[config.mk]
export PLATFORM = sky130hd
export DESIGN_NAME = homopolymer_run_compressor
export DESIGN_NICKNAME = d
export VERILOG_FILES = /design/src/hdl/hprc_pkg.sv /design/src/hdl/hprc_front.sv /design/src/hdl/hprc_queue.sv /design/src/hdl/hprc_back.sv /design/src/hdl/homopolymer_run_compressor.sv
export SDC_FILE = /design/constraint.sdc
export NUM_CORES = 1
export LEC_CHECK = 0
export BUFFER_PORTS_ARGS = -buffer_cell sky130_fd_sc_hd__buf_2
export CAP_MARGIN = 20
export CORE_MARGIN = 8
export CORE_UTILIZATION = 45
export CTS_CLUSTER_SIZE = 25
export DETAILED_ROUTE_END_ITERATION = 16
export PLACE_DENSITY_LB_ADDON = 0.05
export SLEW_MARGIN = 25
export SYNTH_ARGS = -nofsm -noshare
export SYNTH_HDL_FRONTEND = slang
export SYNTH_SLANG_ARGS = --single-unit
export TNS_END_PERCENT = 20
[constraint.sdc]
create_clock -name clk -period 4.3 [get_ports clk]
set_clock_uncertainty 0.2 [all_clocks]
set_input_delay 0.215 -clock clk [delete_from_list [all_inputs] [get_ports clk]]
set_output_delay 0.215 -clock clk [all_outputs]
set_load 0.005 [all_outputs]
[src/hdl/hprc_pkg.sv]
// Shared types and constants for the homopolymer run compressor.
// No dependencies; every hprc module imports this package.
`timescale 1ns / 1ps

package hprc_pkg;

    localparam int MAX_READ_LEN = 4096;

    localparam int BASE_W = 8;
    localparam int QUAL_W = 7;
    localparam int FRAC_W = 8;
    localparam int MEAN_W = 15;
    localparam int LEN_W  = $clog2(MAX_READ_LEN + 1);
    localparam int POS_W  = $clog2(MAX_READ_LEN);
    localparam int SUM_W  = $clog2(MAX_READ_LEN * ((1 << QUAL_W) - 1) + 1);
    localparam int DVD_W  = SUM_W + FRAC_W;
    localparam int STEP_W = $clog2(MEAN_W + 1);

    // Run queue between tracker and divider
    localparam int QDEPTH = 4;
    localparam int QPTR_W = $clog2(QDEPTH);
    localparam int QLVL_W = $clog2(QDEPTH + 1);

    // Largest possible mean: every quality at its maximum
    localparam int MEAN_MAX = ((1 << QUAL_W) - 1) << FRAC_W;

    typedef struct packed {
        logic [BASE_W-1:0] letter;
        logic [LEN_W-1:0]  length;
        logic [POS_W-1:0]  start;
        logic [SUM_W-1:0]  sum;
        logic              last;
    } run_rec_t;

    typedef struct packed {
        logic push_a;
        logic push_b;
    } push_t;

    typedef struct packed {
        logic              nonempty;
        logic              almost_full;
        logic [QLVL_W-1:0] level;
    } q_stat_t;

endpackage

[src/hdl/hprc_front.sv]
// Run tracker: accepts bases, groups equal letters into runs and pushes
// finished runs to the queue. Depends on hprc_pkg.
`timescale 1ns / 1ps

module hprc_front
    import hprc_pkg::*;
(
    input  logic              clk,
    input  logic              rst_n,
    input  logic              accept,
    input  logic [BASE_W-1:0] base,
    input  logic [QUAL_W-1:0] quality,
    input  logic              end_of_read,
    output push_t             push,
    output run_rec_t          rec_a,
    output run_rec_t          rec_b
);

    logic              in_read_reg, in_read_next;
    logic [BASE_W-1:0] letter_reg, letter_next;
    logic [LEN_W-1:0]  count_reg, count_next;
    logic [SUM_W-1:0]  sum_reg, sum_next;
    logic [POS_W-1:0]  start_reg, start_next;
    logic [POS_W-1:0]  pos_reg, pos_next;

    always_comb
    begin
        in_read_next = in_read_reg;
        letter_next  = letter_reg;
        count_next   = count_reg;
        sum_next     = sum_reg;
        start_next   = start_reg;
        pos_next     = pos_reg;
        push         = '{push_a: 1'b0, push_b: 1'b0};
        rec_a        = '{letter_reg, count_reg, start_reg, sum_reg, 1'b0};

        if (accept)
        begin
            if (!in_read_reg)
            begin
                pos_next     = '0;
                letter_next  = base;
                count_next   = LEN_W'(1);
                sum_next     = SUM_W'(quality);
                start_next   = '0;
                in_read_next = 1'b1;
            end
            else
            begin
                if (pos_reg < POS_W'(MAX_READ_LEN - 1))
                    pos_next = pos_reg + 1'b1;
                if (base == letter_reg)
                begin
                    // saturate: drop bases beyond the bound
                    if (count_reg < LEN_W'(MAX_READ_LEN))
                    begin
                        count_next = count_reg + 1'b1;
                        sum_next   = sum_reg + SUM_W'(quality);
                    end
                end
                else
                begin
                    push.push_a = 1'b1;
                    letter_next = base;
                    count_next  = LEN_W'(1);
                    sum_next    = SUM_W'(quality);
                    start_next  = pos_next;
                end
            end

            if (end_of_read)
            begin
                push.push_b  = 1'b1;
                in_read_next = 1'b0;
                pos_next     = '0;
            end
        end

        rec_b = '{letter_next, count_next, start_next, sum_next, 1'b1};
    end

    always_ff @(posedge clk or negedge rst_n)
    begin
        if (!rst_n)
        begin
            in_read_reg <= 1'b0;
            letter_reg  <= '0;
            count_reg   <= '0;
            sum_reg     <= '0;
            start_reg   <= '0;
            pos_reg     <= '0;
        end
        else
        begin
            in_read_reg <= in_read_next;
            letter_reg  <= letter_next;
            count_reg   <= count_next;
            sum_reg     <= sum_next;
            start_reg   <= start_next;
            pos_reg     <= pos_next;
        end
    end

endmodule

[src/hdl/hprc_queue.sv]
// Short run queue: up to two pushes and one pop per cycle.
// Depends on hprc_pkg.
`timescale 1ns / 1ps

module hprc_queue
    import hprc_pkg::*;
(
    input  logic     clk,
    input  logic     rst_n,
    input  push_t    push,
    input  run_rec_t rec_a,
    input  run_rec_t rec_b,
    input  logic     pop,
    output run_rec_t head,
    output q_stat_t  stat
);

    run_rec_t          entry_reg [QDEPTH];
    logic [QPTR_W-1:0] wr_ptr_reg, wr_ptr_next;
    logic [QPTR_W-1:0] rd_ptr_reg, rd_ptr_next;
    logic [QLVL_W-1:0] level_reg, level_next;
    logic [QPTR_W-1:0] b_ptr;
    logic [1:0]        n_push;

    assign n_push = {1'b0, push.push_a} + {1'b0, push.push_b};
    assign b_ptr  = push.push_a ? wr_ptr_reg + 1'b1 : wr_ptr_reg;

    assign wr_ptr_next = wr_ptr_reg + QPTR_W'(n_push);
    assign rd_ptr_next = rd_ptr_reg + QPTR_W'(pop);
    assign level_next  = level_reg + QLVL_W'(n_push) - QLVL_W'(pop);

    assign head             = entry_reg[rd_ptr_reg];
    assign stat.nonempty    = (level_reg != '0);
    // hold the input while fewer than two slots are free
    assign stat.almost_full = (level_reg > QLVL_W'(QDEPTH - 2));
    assign stat.level       = level_reg;

    always_ff @(posedge clk)
    begin
        if (push.push_a)
            entry_reg[wr_ptr_reg] <= rec_a;
        if (push.push_b)
            entry_reg[b_ptr] <= rec_b;
    end

    always_ff @(posedge clk or negedge rst_n)
    begin
        if (!rst_n)
        begin
            wr_ptr_reg <= '0;
            rd_ptr_reg <= '0;
            level_reg  <= '0;
        end
        else
        begin
            wr_ptr_reg <= wr_ptr_next;
            rd_ptr_reg <= rd_ptr_next;
            level_reg  <= level_next;
        end
    end

endmodule

[src/hdl/hprc_back.sv]
// Run finisher: pops a run, computes the mean quality with a restoring
// divider (one quotient bit per cycle) and holds the result item.
// Depends on hprc_pkg.
`timescale 1ns / 1ps

module hprc_back
    import hprc_pkg::*;
(
    input  logic              clk,
    input  logic              rst_n,
    input  run_rec_t          head,
    input  q_stat_t           stat,
    output logic              pop,
    output logic              out_valid,
    input  logic              out_stall,
    output logic [BASE_W-1:0] run_base,
    output logic [LEN_W-1:0]  run_length,
    output logic [POS_W-1:0]  run_start,
    output logic [MEAN_W-1:0] mean_quality,
    output logic              read_last
);

    logic              busy_reg, busy_next;
    logic [STEP_W-1:0] step_reg, step_next;
    logic [LEN_W-1:0]  rem_reg, rem_next;
    logic [MEAN_W-1:0] qd_reg, qd_next;
    logic [LEN_W-1:0]  div_reg;
    logic [BASE_W-1:0] letter_reg;
    logic [POS_W-1:0]  start_reg;
    logic              last_reg;
    logic              valid_reg, valid_next;
    logic [BASE_W-1:0] ob_reg;
    logic [LEN_W-1:0]  ol_reg;
    logic [POS_W-1:0]  os_reg;
    logic [MEAN_W-1:0] om_reg;
    logic              olast_reg;

    logic [DVD_W-1:0]  dvd;
    logic [LEN_W:0]    trial;
    logic              ge;
    logic              div_done;
    logic              out_free;
    logic              load_out;

    assign dvd      = {head.sum, {FRAC_W{1'b0}}};
    assign trial    = {rem_reg, qd_reg[MEAN_W-1]};
    assign ge       = (trial >= {1'b0, div_reg});
    assign div_done = busy_reg && (step_reg == STEP_W'(MEAN_W));
    assign out_free = !valid_reg || !out_stall;
    assign load_out = div_done && out_free;
    assign pop      = !busy_reg && stat.nonempty;

    always_comb
    begin
        busy_next  = busy_reg;
        step_next  = step_reg;
        rem_next   = rem_reg;
        qd_next    = qd_reg;
        valid_next = valid_reg && out_stall;

        if (pop)
        begin
            busy_next = 1'b1;
            step_next = '0;
            // upper dividend bits are below the divisor: the quotient fits MEAN_W
            rem_next  = LEN_W'(dvd >> MEAN_W);
            qd_next   = dvd[MEAN_W-1:0];
        end
        else if (busy_reg && !div_done)
        begin
            step_next = step_reg + 1'b1;
            rem_next  = ge ? LEN_W'(trial - {1'b0, div_reg}) : trial[LEN_W-1:0];
            qd_next   = {qd_reg[MEAN_W-2:0], ge};
        end
        else if (load_out)
        begin
            busy_next  = 1'b0;
            valid_next = 1'b1;
        end
    end

    always_ff @(posedge clk)
    begin
        if (pop)
        begin
            div_reg    <= head.length;
            letter_reg <= head.letter;
            start_reg  <= head.start;
            last_reg   <= head.last;
        end
        if (load_out)
        begin
            ob_reg    <= letter_reg;
            ol_reg    <= div_reg;
            os_reg    <= start_reg;
            om_reg    <= qd_reg;
            olast_reg <= last_reg;
        end
        rem_reg <= rem_next;
        qd_reg  <= qd_next;
    end

    always_ff @(posedge clk or negedge rst_n)
    begin
        if (!rst_n)
        begin
            busy_reg  <= 1'b0;
            step_reg  <= '0;
            valid_reg <= 1'b0;
        end
        else
        begin
            busy_reg  <= busy_next;
            step_reg  <= step_next;
            valid_reg <= valid_next;
        end
    end

    assign out_valid    = valid_reg;
    assign run_base     = ob_reg;
    assign run_length   = ol_reg;
    assign run_start    = os_reg;
    assign mean_quality = om_reg;
    assign read_last    = olast_reg;

endmodule

[src/hdl/homopolymer_run_compressor.sv]
// Homopolymer run compressor: one base per item in, one item per finished run out.
// Throughput: one base per cycle while the run queue has two free slots; runs pass
// through the divider one at a time (pop, 15 quotient bits, output load once the
// output register is free).
// Reset: asynchronous, active low; clears the open run, the queue and the output.
`timescale 1ns / 1ps

module homopolymer_run_compressor
    import hprc_pkg::*;
(
    input  logic              clk,
    input  logic              rst_n,
    input  logic              in_valid,
    output logic              in_stall,
    input  logic [BASE_W-1:0] base,
    input  logic [QUAL_W-1:0] quality,
    input  logic              end_of_read,
    output logic              out_valid,
    input  logic              out_stall,
    output logic [BASE_W-1:0] run_base,
    output logic [LEN_W-1:0]  run_length,
    output logic [POS_W-1:0]  run_start,
    output logic [MEAN_W-1:0] mean_quality,
    output logic              read_last
);

    push_t    push;
    run_rec_t rec_a;
    run_rec_t rec_b;
    run_rec_t head;
    q_stat_t  stat;
    logic     pop;
    logic     accept;

    assign in_stall = stat.almost_full;
    assign accept   = in_valid && !in_stall;

    hprc_front u_front (
        .clk         (clk),
        .rst_n       (rst_n),
        .accept      (accept),
        .base        (base),
        .quality     (quality),
        .end_of_read (end_of_read),
        .push        (push),
        .rec_a       (rec_a),
        .rec_b       (rec_b)
    );

    hprc_queue u_queue (
        .clk   (clk),
        .rst_n (rst_n),
        .push  (push),
        .rec_a (rec_a),
        .rec_b (rec_b),
        .pop   (pop),
        .head  (head),
        .stat  (stat)
    );

    hprc_back u_back (
        .clk          (clk),
        .rst_n        (rst_n),
        .head         (head),
        .stat         (stat),
        .pop          (pop),
        .out_valid    (out_valid),
        .out_stall    (out_stall),
        .run_base     (run_base),
        .run_length   (run_length),
        .run_start    (run_start),
        .mean_quality (mean_quality),
        .read_last    (read_last)
    );

`ifndef SYNTHESIS
    a_queue_bound: assert property (@(posedge clk) disable iff (!rst_n)
        stat.level <= QLVL_W'(QDEPTH))
        else $error("run queue level beyond its depth");

    a_pop_nonempty: assert property (@(posedge clk) disable iff (!rst_n)
        pop |-> stat.level != '0)
        else $error("pop from empty run queue");

    a_len_nonzero: assert property (@(posedge clk) disable iff (!rst_n)
        out_valid |-> run_length != '0)
        else $error("result item with empty run");

    a_mean_range: assert property (@(posedge clk) disable iff (!rst_n)
        out_valid |-> mean_quality <= MEAN_W'(MEAN_MAX))
        else $error("mean quality above largest quality");
`endif

endmodule

==> results of run 1 <==
[power groups by stage]
stage               registers [mW]  logic [mW]  clock network, mW
floorplan                     5.64        3.14                  0
global placement              6.02        4.19                  0
detailed placement            6.00        4.30                  0
CTS                           5.93        4.32               4.01
global route                  5.92        4.81               4.15
finish                        5.82        4.39               3.92
[kinds of logic (layout without fill, tap and decap cells)]
group	count (synthesis)	after routing	synth area share
AOI/OAI and AO/OA	355	355	0.109
xor gates and xnor gates	53	53	0.0245
adders and majority gates	36	36	0.0250
buffers and inverters	196	298	0.0445
DFF	401	401	0.609
muxes	81	81	0.0788
and+or+nand+nor	428	428	0.109
[per-layer routing]
metal,up-vias,part of all wire,GRT usage
met5,-,0,0
met3,71,0.066,0.0423
met1,6217,0.45,0.265
met2,425,0.47,0.324
met4,0,0.020,0.0551
li1,5955,-,-
[synthesized netlist by cell type (8+ instances only)]
cell type  instances  area, um2
nor3_1            21        105
nand2_1           95        357
inv_1             87        327
a22o_1            29        254
o2bb2ai_1          8       70.1
nand4_1           13       81.3
o21ai_0           44        220
and3_1            11       68.8
buf_1             22       82.6
xnor2_1           20        175
xor2_1            33        289
a31oi_1            8       50.1
mux2i_1           23        230
dfxtp_1           13        260
edfxtp_1         310       9310
clkbuf_1          38        143
nand3_1          211       1060
o21ai_1          189        946
a21oi_1           31        155
nor2_1            41        154
dfrtp_1           78       1950
buf_2             40        200
ha_1              33        413
mux4_2            53       1190
[cell usage in the layout (no fill, tap or decap), drive strengths merged, types with 6 or more instances in the layout]
cell type and n:
mux2i 23, o2bb2ai 8, or3 6, xnor2 20
nand3 211, nand4 13, nand2b 7, clkbuf 69
a31oi 8, a21o 7, mux4 53, a22o 29
and3 11, nor2 41, dlygate4sd3 17, dfrtp 78
buf 108, ha 33, nor3 21, nand2 95
dfxtp 13, o21ai 235, and2 6, clkinv 10
nor4 6, xor2 33, inv 89, edfxtp 310
a21oi 32
[worst min-delay path by stage]
stage	cells past startpoint	start	slack, ps	end
2_1_floorplan	0	rst_n	-280	u_back.busy_reg
3_3_place_gp	1	rst_n	90	u_back.step_reg[0]
3_5_place_dp	1	rst_n	80	u_back.step_reg[0]
4_1_cts	2	rst_n	9	u_back.step_reg[0]
5_1_grt	2	rst_n	60	u_back.step_reg[0]
6_report	2	rst_n	20	u_back.step_reg[0]
[worst max-delay path, stage by stage, from the launching register on]
cell     delay [ps]
dfrtp_1         440
xor2_1          180
nor4_2          550
a21o_1          460
inv_2           280
mux2_4          510
nand2_2         370
buf_4           290
[cell type report]
cell class,instances,area [um2],area share
Clock buffer,69,1360,0.0629
Clock inverter,16,161,0.00746
Inverter,88,330,0.0153
Multi-Input combinational cell,953,6610,0.305
Sequential cell,401,11500,0.533
Tap cell,539,674,0.0312
Timing Repair Buffer,125,973,0.0450
[stage by stage]
stage	utilization	setup WS, ps	instances	instance area, um2
after floorplan	-	488	1550	18900
after global placement	0.476	704	2087	19900
after detailed placement	0.477	640	2088	19900
after CTS	0.517	616	2190	21600
after global routing	0.518	512	2191	21600
final	0.518	692	2191	21600
[repair_timing]
action | 4_1_cts | 5_1_grt
setup buffers | 0 | 0
endpoints found under the setup margin | 0 | 0
endpoints found under the hold margin | 111 | 0
hold buffers | 17 | 0
==> flow_metrics.tcl, run 1 <==
set metrics [dict create \
    grt_pass1_vias 12700 \
    synth_warnings 0 \
    tightestPinTransition_ps 1040 \
    reg2reg_from "u_front.letter_reg[2]" \
    synth_edf_count 310 \
    diodes 0 \
    clk_pin_slew_ps 60 \
    drc_errors 0 \
    reg2reg_depth 7 \
    clk_latency_ps 570 \
    setup_viol 0 \
    via_count 12700 \
    drv_cap 0 \
    antenna_left 0 \
    ir_worst_vdd_mv 0.324 \
    die_h_um 221 \
    avgRoutedWirePerCell_um 22.5 \
    hold_viol 0 \
    worstPathMaxFanout 24 \
    crit_start "u_front.letter_reg[2]" \
    dpl.hpwl_um 31400 \
    power_mw 14.1 \
    crit_required_ps 4370 \
    yosys_register_bits 401 \
    dr.pass1.iters 6 \
    wirelength_um 49300 \
    crit_end "u_queue.entry_reg[0][50]" \
    rrSetupSlack_ps 690 \
    p_comb_frac 0.311 \
    internal-power_mw 9.37 \
    seq_power_share 0.412 \
    ys_types 61 \
    largest_reg_flops 212 \
    synth_fp_nets 1606 \
    rsz0062_at_grt "no" \
    clkPwrFrac 0.277 \
    fin_crit_ps 3610 \
    worstPathArrival_ps 3670 \
    synthesis.area_um2 18900 \
    cts_tree "built" \
    io_pins 71 \
    whs_ps 19.7 \
    synth-seq-area-share 0.609 \
    grt_max_degree 95 \
    holdCritPathClass "in2async" \
    grt_usage 0.198 \
    p_sw_mw 4.76 \
    synth.avg_cell_area_um2 12.2 \
    timing.slew.headroom 0.304 \
    status "finished, final reports clean" \
    cts_resized 0 \
    syn_inst 1550 \
    clock_sinks 401 \
    timing.setup.tns_ps 0 \
    layout-drive-gt1-share 0.157 \
    powerDensity_nw_per_um2 653 \
    p_leak_nw 7.91 \
    clock.fmax_mhz 277 \
    fillers 3588 \
    antenna_found_initial 0 \
    final_nets 1671 \
    cts-root-buf "clkbuf_16" \
    start_util 0.453 \
    port_buffers 70 \
    viasPerCell 5.78 \
    die-area_um2 48900 \
    grt-ovfl-total 0 \
    critPathKind "reg2reg" \
    fin_crit_sh 0.839 \
    synth_flop_cell "edfxtp_1" \
    worst_r2r_endpoint "u_queue.entry_reg[0][50]" \
    async_reset_ff_frac 0.195 \
    die_x_um 221 \
    grt_pass1_wl_um 75700 \
    cts_buffer_depth 3 \
    sw_frac_of_total 0.337 \
    rows 75 \
    drtIter0Drc 1072 \
    maxSlewViolCount 0 \
    core-area_um2 41800 \
    place.gp.congestion 0.864 \
    cts_buffers 46 \
    cts-htree-levels 2 \
    syn2layout_area_growth_pct 14.3 \
    end_kind "flip-flop" \
    cp-start-kind "flip-flop" \
]
No activity file was read; power rests on OpenSTA's default activity.
==> run 2: changes to the inputs <==
==> constraint.sdc (replaced) <==
create_clock -name clk -period 3.7 [get_ports clk]
set_clock_uncertainty 0.2 [all_clocks]
set_input_delay 0.185 -clock clk [delete_from_list [all_inputs] [get_ports clk]]
set_output_delay 0.185 -clock clk [all_outputs]
set_load 0.005 [all_outputs]
==> run 2 against run 1 <==
Combinational power increased by 19%. Worst setup slack got worse by 390 ps. Register-to-register slack got worse by 390 ps. Worst hold slack improved by 31 ps. Sequential cell count unchanged. Cell area increased by 1.0%. Global-route usage increased by 0.69 points. Die area unchanged. Via count increased by 0.94%. Critical endpoint is now u_back.rem_reg[8].
==> flow_metrics.tcl, run 2 (same netlist as run 1, synthesis figures left out) <==
set metrics [dict create \
    antenna_found_initial 1 \
    crit_required_ps 3800 \
    seqCellArea_um2 11500 \
    setup_viol 0 \
    cp-start-kind "flip-flop" \
    start_util 0.453 \
    final_nets 1686 \
    end_kind "flip-flop" \
    rsz0062_at_grt "no" \
    dpl_cell_area_um2 20100 \
    cts_tree "built" \
    worstPathCellList "ha_1 > fa_1 > nand2b_1 > a21oi_1 > a211oi_1 > a21o_1 > a21oi_2 > buf_12 > mux2i_1 > o21ai_0" \
    cts-htree-levels 2 \
    whs_ps 50.3 \
    cts_buffers 46 \
    holdCritPathClass "in2reg" \
    die-area_um2 48900 \
    p_leak_nw 8.04 \
    final_area_um2 21900 \
    largest_reg_flops 212 \
    drc_errors 0 \
    diodes 0 \
    slowest_stage "fa_1" \
    antenna_left 0 \
    worst_r2r_endpoint "u_back.rem_reg[8]" \
    cts-root-buf "clkbuf_16" \
    grt_pass1_vias 12600 \
    worstPathArrival_ps 3490 \
    grt-ovfl-total 0 \
    dpl.hpwl_um 32700 \
    final_cell_count_no_fill 2207 \
    drtIter0Drc 1133 \
    maxSlewViolCount 0 \
    layout-drive-gt1-share 0.170 \
    grt_max_degree 60 \
    via_count 12800 \
    ir_worst_vdd_mv 0.469 \
    hold_start "quality[0]" \
    rows 75 \
    dp_cells 2102 \
    grt_pass1_wl_um 77800 \
    cts_buffer_depth 3 \
    place.gp.congestion 0.837 \
    drv_cap 0 \
    io_pins 71 \
    fin_crit_sh 0.918 \
    critPathKind "reg2reg" \
    fillers 3574 \
    syn2layout_area_growth_pct 15.5 \
    crit_start "u_back.div_reg[0]" \
    status "finished, final reports clean" \
    core-area_um2 41800 \
    powerDensity_nw_per_um2 765 \
    critPathMaxStageDelay_ps 400 \
    fin_crit_ps 3400 \
    clock.fmax_mhz 294 \
    min_path_cells 5 \
    crit_buf_inv 1 \
    reg2reg_from "u_back.div_reg[0]" \
    hold_viol 0 \
    die_x_um 221 \
    tightestPinTransition_ps 927 \
    reg2reg_depth 10 \
    grt_usage 0.205 \
    die_h_um 221 \
    viasPerCell 5.79 \
    rrSetupSlack_ps 300 \
    timing.setup.tns_ps 0 \
    final_common_cell "edfxtp_1" \
    min_to "u_front.sum_reg[0]" \
    layout_common_cells "edfxtp_1 (310), nand3_1 (211), o21ai_1 (189)" \
    worstPathMaxFanout 13 \
    crit_family "compound AO/OA/AOI/OAI gates" \
    clock_sinks 401 \
    dr.pass1.iters 5 \
    port_buffers 70 \
    wirelength_um 50700 \
    multiInputGateArea_um2 6610 \
    timing.slew.headroom 0.380 \
    clk_pin_slew_ps 60 \
    post_cts_buffers 0 \
    avgRoutedWirePerCell_um 23.0 \
    clk_latency_ps 590 \
    final_util 0.523 \
]
-- run 2: cell count changes in the layout (fill, tap and decap cells not counted), moves of 3 or more --
cell / delta
bufinv_16: +3
buf_12: +6
clkinv_2: +8
buf_4: +9
clkbuf_1: -10
-- run 2: final cells by class --
type / instances / area share
Timing Repair Buffer: 140 / 0.0515
Tap cell: 539 / 0.0309
Multi-Input combinational cell: 953 / 0.302
Sequential cell: 401 / 0.527
Clock inverter: 30 / 0.0152
Inverter: 88 / 0.0151
Clock buffer: 56 / 0.0576
-- run 2: worst max-delay path by stage --
stage	end	slack, ps	cells after the start
5_1_grt	u_back.rem_reg[8]	170	11
4_1_cts	u_back.rem_reg[8]	320	10
3_5_place_dp	u_back.rem_reg[8]	330	10
6_report	u_back.rem_reg[8]	300	10
2_1_floorplan	u_queue.entry_reg[2][10]	-40	10
3_3_place_gp	u_queue.entry_reg[1][39]	380	8
-- run 2: tightest hold or removal path, stage by stage --
cell,delay [ps]
buf_2,110
nor2_1,50
nor2_1,90
o22ai_1,230
inv_1,120
-- run 2: through the flow --
stage	setup slack [ps]	power (mW)
after floorplan	-41.8	10.2
after global placement	380	12.0
after detailed placement	330	12.1
after CTS	325	16.9
after global routing	169	17.6
final	302	16.7
-- run 2: where the power goes --
part / internal, mW / switching [mW] / leakage [nW]
clock network: 2.86 / 1.91 / 0.793
registers: 6.10 / 0.624 / 3.94
logic: 2.09 / 3.13 / 3.31
-- run 2: repair_timing --
action	4_1_cts	5_1_grt
hold buffers	19	0
resized for setup	0	0
hold endpoints to repair	109	0
-- run 2: metal layers --
metal  GRT usage  vias to the layer above  routed length, um
met5           0                        -                 11
met3      0.0429                       81               3270
met4      0.0564                        2               1110
li1            -                     5993                  -
met2       0.327                      382              23500
met1       0.283                     6329              22700
==> run 3: changes to the inputs <==
--- a/config.mk
+++ b/config.mk
@@ -7,7 +7,7 @@
 export LEC_CHECK = 0
 export BUFFER_PORTS_ARGS = -buffer_cell sky130_fd_sc_hd__buf_2
 export CAP_MARGIN = 20
-export CORE_MARGIN = 8
+export CORE_MARGIN = 2
 export CORE_UTILIZATION = 45
 export CTS_CLUSTER_SIZE = 25
 export DETAILED_ROUTE_END_ITERATION = 16
==> run 3 against run 2 <==
Worst setup slack better by 130 ps. Clock-buffer cell count is 14 higher. Fmax is 4.1% higher. Sequential cell count stayed put. Via count is 1.1% lower. Sequential share of layout area is 0.35 points higher. Final cell count is 0.36% lower. Worst hold slack better by 120 ps. Global-route usage is 2.8 points higher. Critical path depth is 1 higher.
==> flow_metrics.tcl, run 3 (same netlist as run 1, synthesis figures left out) <==
set metrics [dict create \
    status "finished, final reports clean" \
    port_buffers 70 \
    worstPathCellList "inv_1 > ha_1 > fa_1 > nand2b_1 > a21oi_1 > a211oi_1 > a21o_1 > a21oi_2 > buf_4 > mux2i_1 > o21ai_1" \
    p_comb_frac 0.307 \
    rrSetupSlack_ps 440 \
    hold_start "quality[1]" \
    die_x_um 209 \
    reg2reg_from "u_back.qd_reg[14]" \
    powerDensity_nw_per_um2 758 \
    syn2layout_area_growth_pct 14.7 \
    tightestPinTransition_ps 857 \
    cts_buffers 45 \
    core-area_um2 41800 \
    maxSlewViolCount 0 \
    critPathKind "reg2reg" \
    dr.pass1.iters 5 \
    clock_sinks 401 \
    p_leak_nw 7.94 \
    crit_required_ps 3790 \
    cts-htree-levels 2 \
    post_cts_buffers 0 \
    die_h_um 209 \
    p_sw_mw 5.54 \
    cts-root-buf "clkbuf_16" \
    drtIter0Drc 1256 \
    grt_pass1_wl_um 77100 \
    end_kind "flip-flop" \
    rows 75 \
    clk_pin_slew_ps 60 \
    rsz0062_at_grt "no" \
    timing.slew.headroom 0.427 \
    largest_reg_flops 212 \
    die-area_um2 43700 \
    clock.fmax_mhz 306 \
    min_to "u_front.sum_reg[1]" \
    viasPerCell 5.75 \
    final_common_cell "edfxtp_1" \
    layout-drive-gt1-share 0.159 \
    sw_frac_of_total 0.337 \
    dpl.hpwl_um 30600 \
    worstPathArrival_ps 3360 \
    wirelength_um 49700 \
    io_pins 71 \
    cts_tree "built" \
    avgRoutedWirePerCell_um 22.6 \
    fin_crit_ps 3260 \
    ir_worst_vdd_mv 0.502 \
    drv_cap 0 \
    via_count 12600 \
    whs_ps 172 \
    setup_viol 0 \
    antenna_left 0 \
    grt-ovfl-total 0 \
    holdCritPathClass "in2reg" \
    reg2reg_depth 11 \
    grt_max_degree 66 \
    worstPathMaxFanout 6 \
    internal-power_mw 10.9 \
    final_nets 1677 \
    seq_power_share 0.415 \
    fin_crit_sh 0.882 \
    critPathMaxStageDelay_ps 410 \
    grt_usage 0.233 \
    grt_pass1_vias 12600 \
    setup_slack_ps 435 \
    start_util 0.453 \
    slowest_stage "fa_1" \
    drc_errors 0 \
    clkPwrFrac 0.277 \
    place.gp.congestion 0.832 \
    min_path_cells 5 \
    cts_buffer_depth 3 \
    clk_latency_ps 570 \
    layout_common_cells "edfxtp_1 (310), nand3_1 (211), o21ai_1 (189)" \
    worst_r2r_endpoint "u_back.rem_reg[9]" \
    hold_viol 0 \
    antenna_found_initial 2 \
    cp-start-kind "flip-flop" \
    post-place-ws_ps 405 \
]
==> run 3: area by class of cell <==
| class | count | area, um2 |
|---|---|---|
| repair buffers | 132 | 1050 |
| inverters | 88 | 330 |
| well taps | 539 | 674 |
| clock inverters | 14 | 174 |
| flip-flops and latches | 401 | 11500 |
| multi-input cells | 953 | 6610 |
| fillers | 3604 | 20000 |
| diodes | 2 | 5.00 |
| clock buffers | 70 | 1340 |
==> run 3: power by group through the flow <==
stage	registers [mW]	clock network (mW)	logic [mW]
floorplan	6.55	0	3.66
global placement	6.90	0	5.03
detailed placement	6.93	0	5.09
CTS	6.85	4.67	5.13
global route	6.96	4.84	5.61
finish	6.84	4.57	5.06
==> run 3: worst max-delay path by stage <==
stage                           from                       end  slack [ps]
3_5_place_dp       u_back.div_reg[0]         u_back.rem_reg[9]         400
6_report           u_back.qd_reg[14]         u_back.rem_reg[9]         440
4_1_cts            u_back.qd_reg[14]         u_back.rem_reg[9]         400
2_1_floorplan  u_front.letter_reg[5]  u_queue.entry_reg[2][10]         -40
5_1_grt            u_back.qd_reg[14]         u_back.rem_reg[2]         150
3_3_place_gp       u_back.div_reg[0]         u_back.rem_reg[9]         430
==> run 3: what timing repair did <==
action | 4_1_cts | 5_1_grt
hold buffers | 20 | 0
gates resized for setup | 0 | 0
endpoints found under the hold margin | 142 | 0
==> run 3: through the flow <==
stage                     area [um2]  std cells  TNS, ps  utilization  power, mW
after floorplan                18900       1550    -2680            -       10.2
after global placement         20000       2093        0        0.479       11.9
after detailed placement       20000       2093        0        0.479       12.0
after CTS                      21700       2197        0        0.520       16.6
after global routing           21700       2197        0        0.520       17.4
final                          21700       2199        0        0.520       16.5
==> run 3: routing by layer <==
metal	up-vias	GRT usage	routed length (um)
met2	379	0.360	22600
met4	0	0.0574	928
met1	6230	0.339	23000
met3	63	0.0485	3210
met5	-	0	0
li1	5968	-	-
==> run 3: critical path, delay by kind of cell, from the launching register on <==
kind	cells	cell delay, ps
mux	1	250
compound gates	5	1110
flops	1	390
simple gates	1	170
fa+ha+maj	2	610
buf+inv	2	270
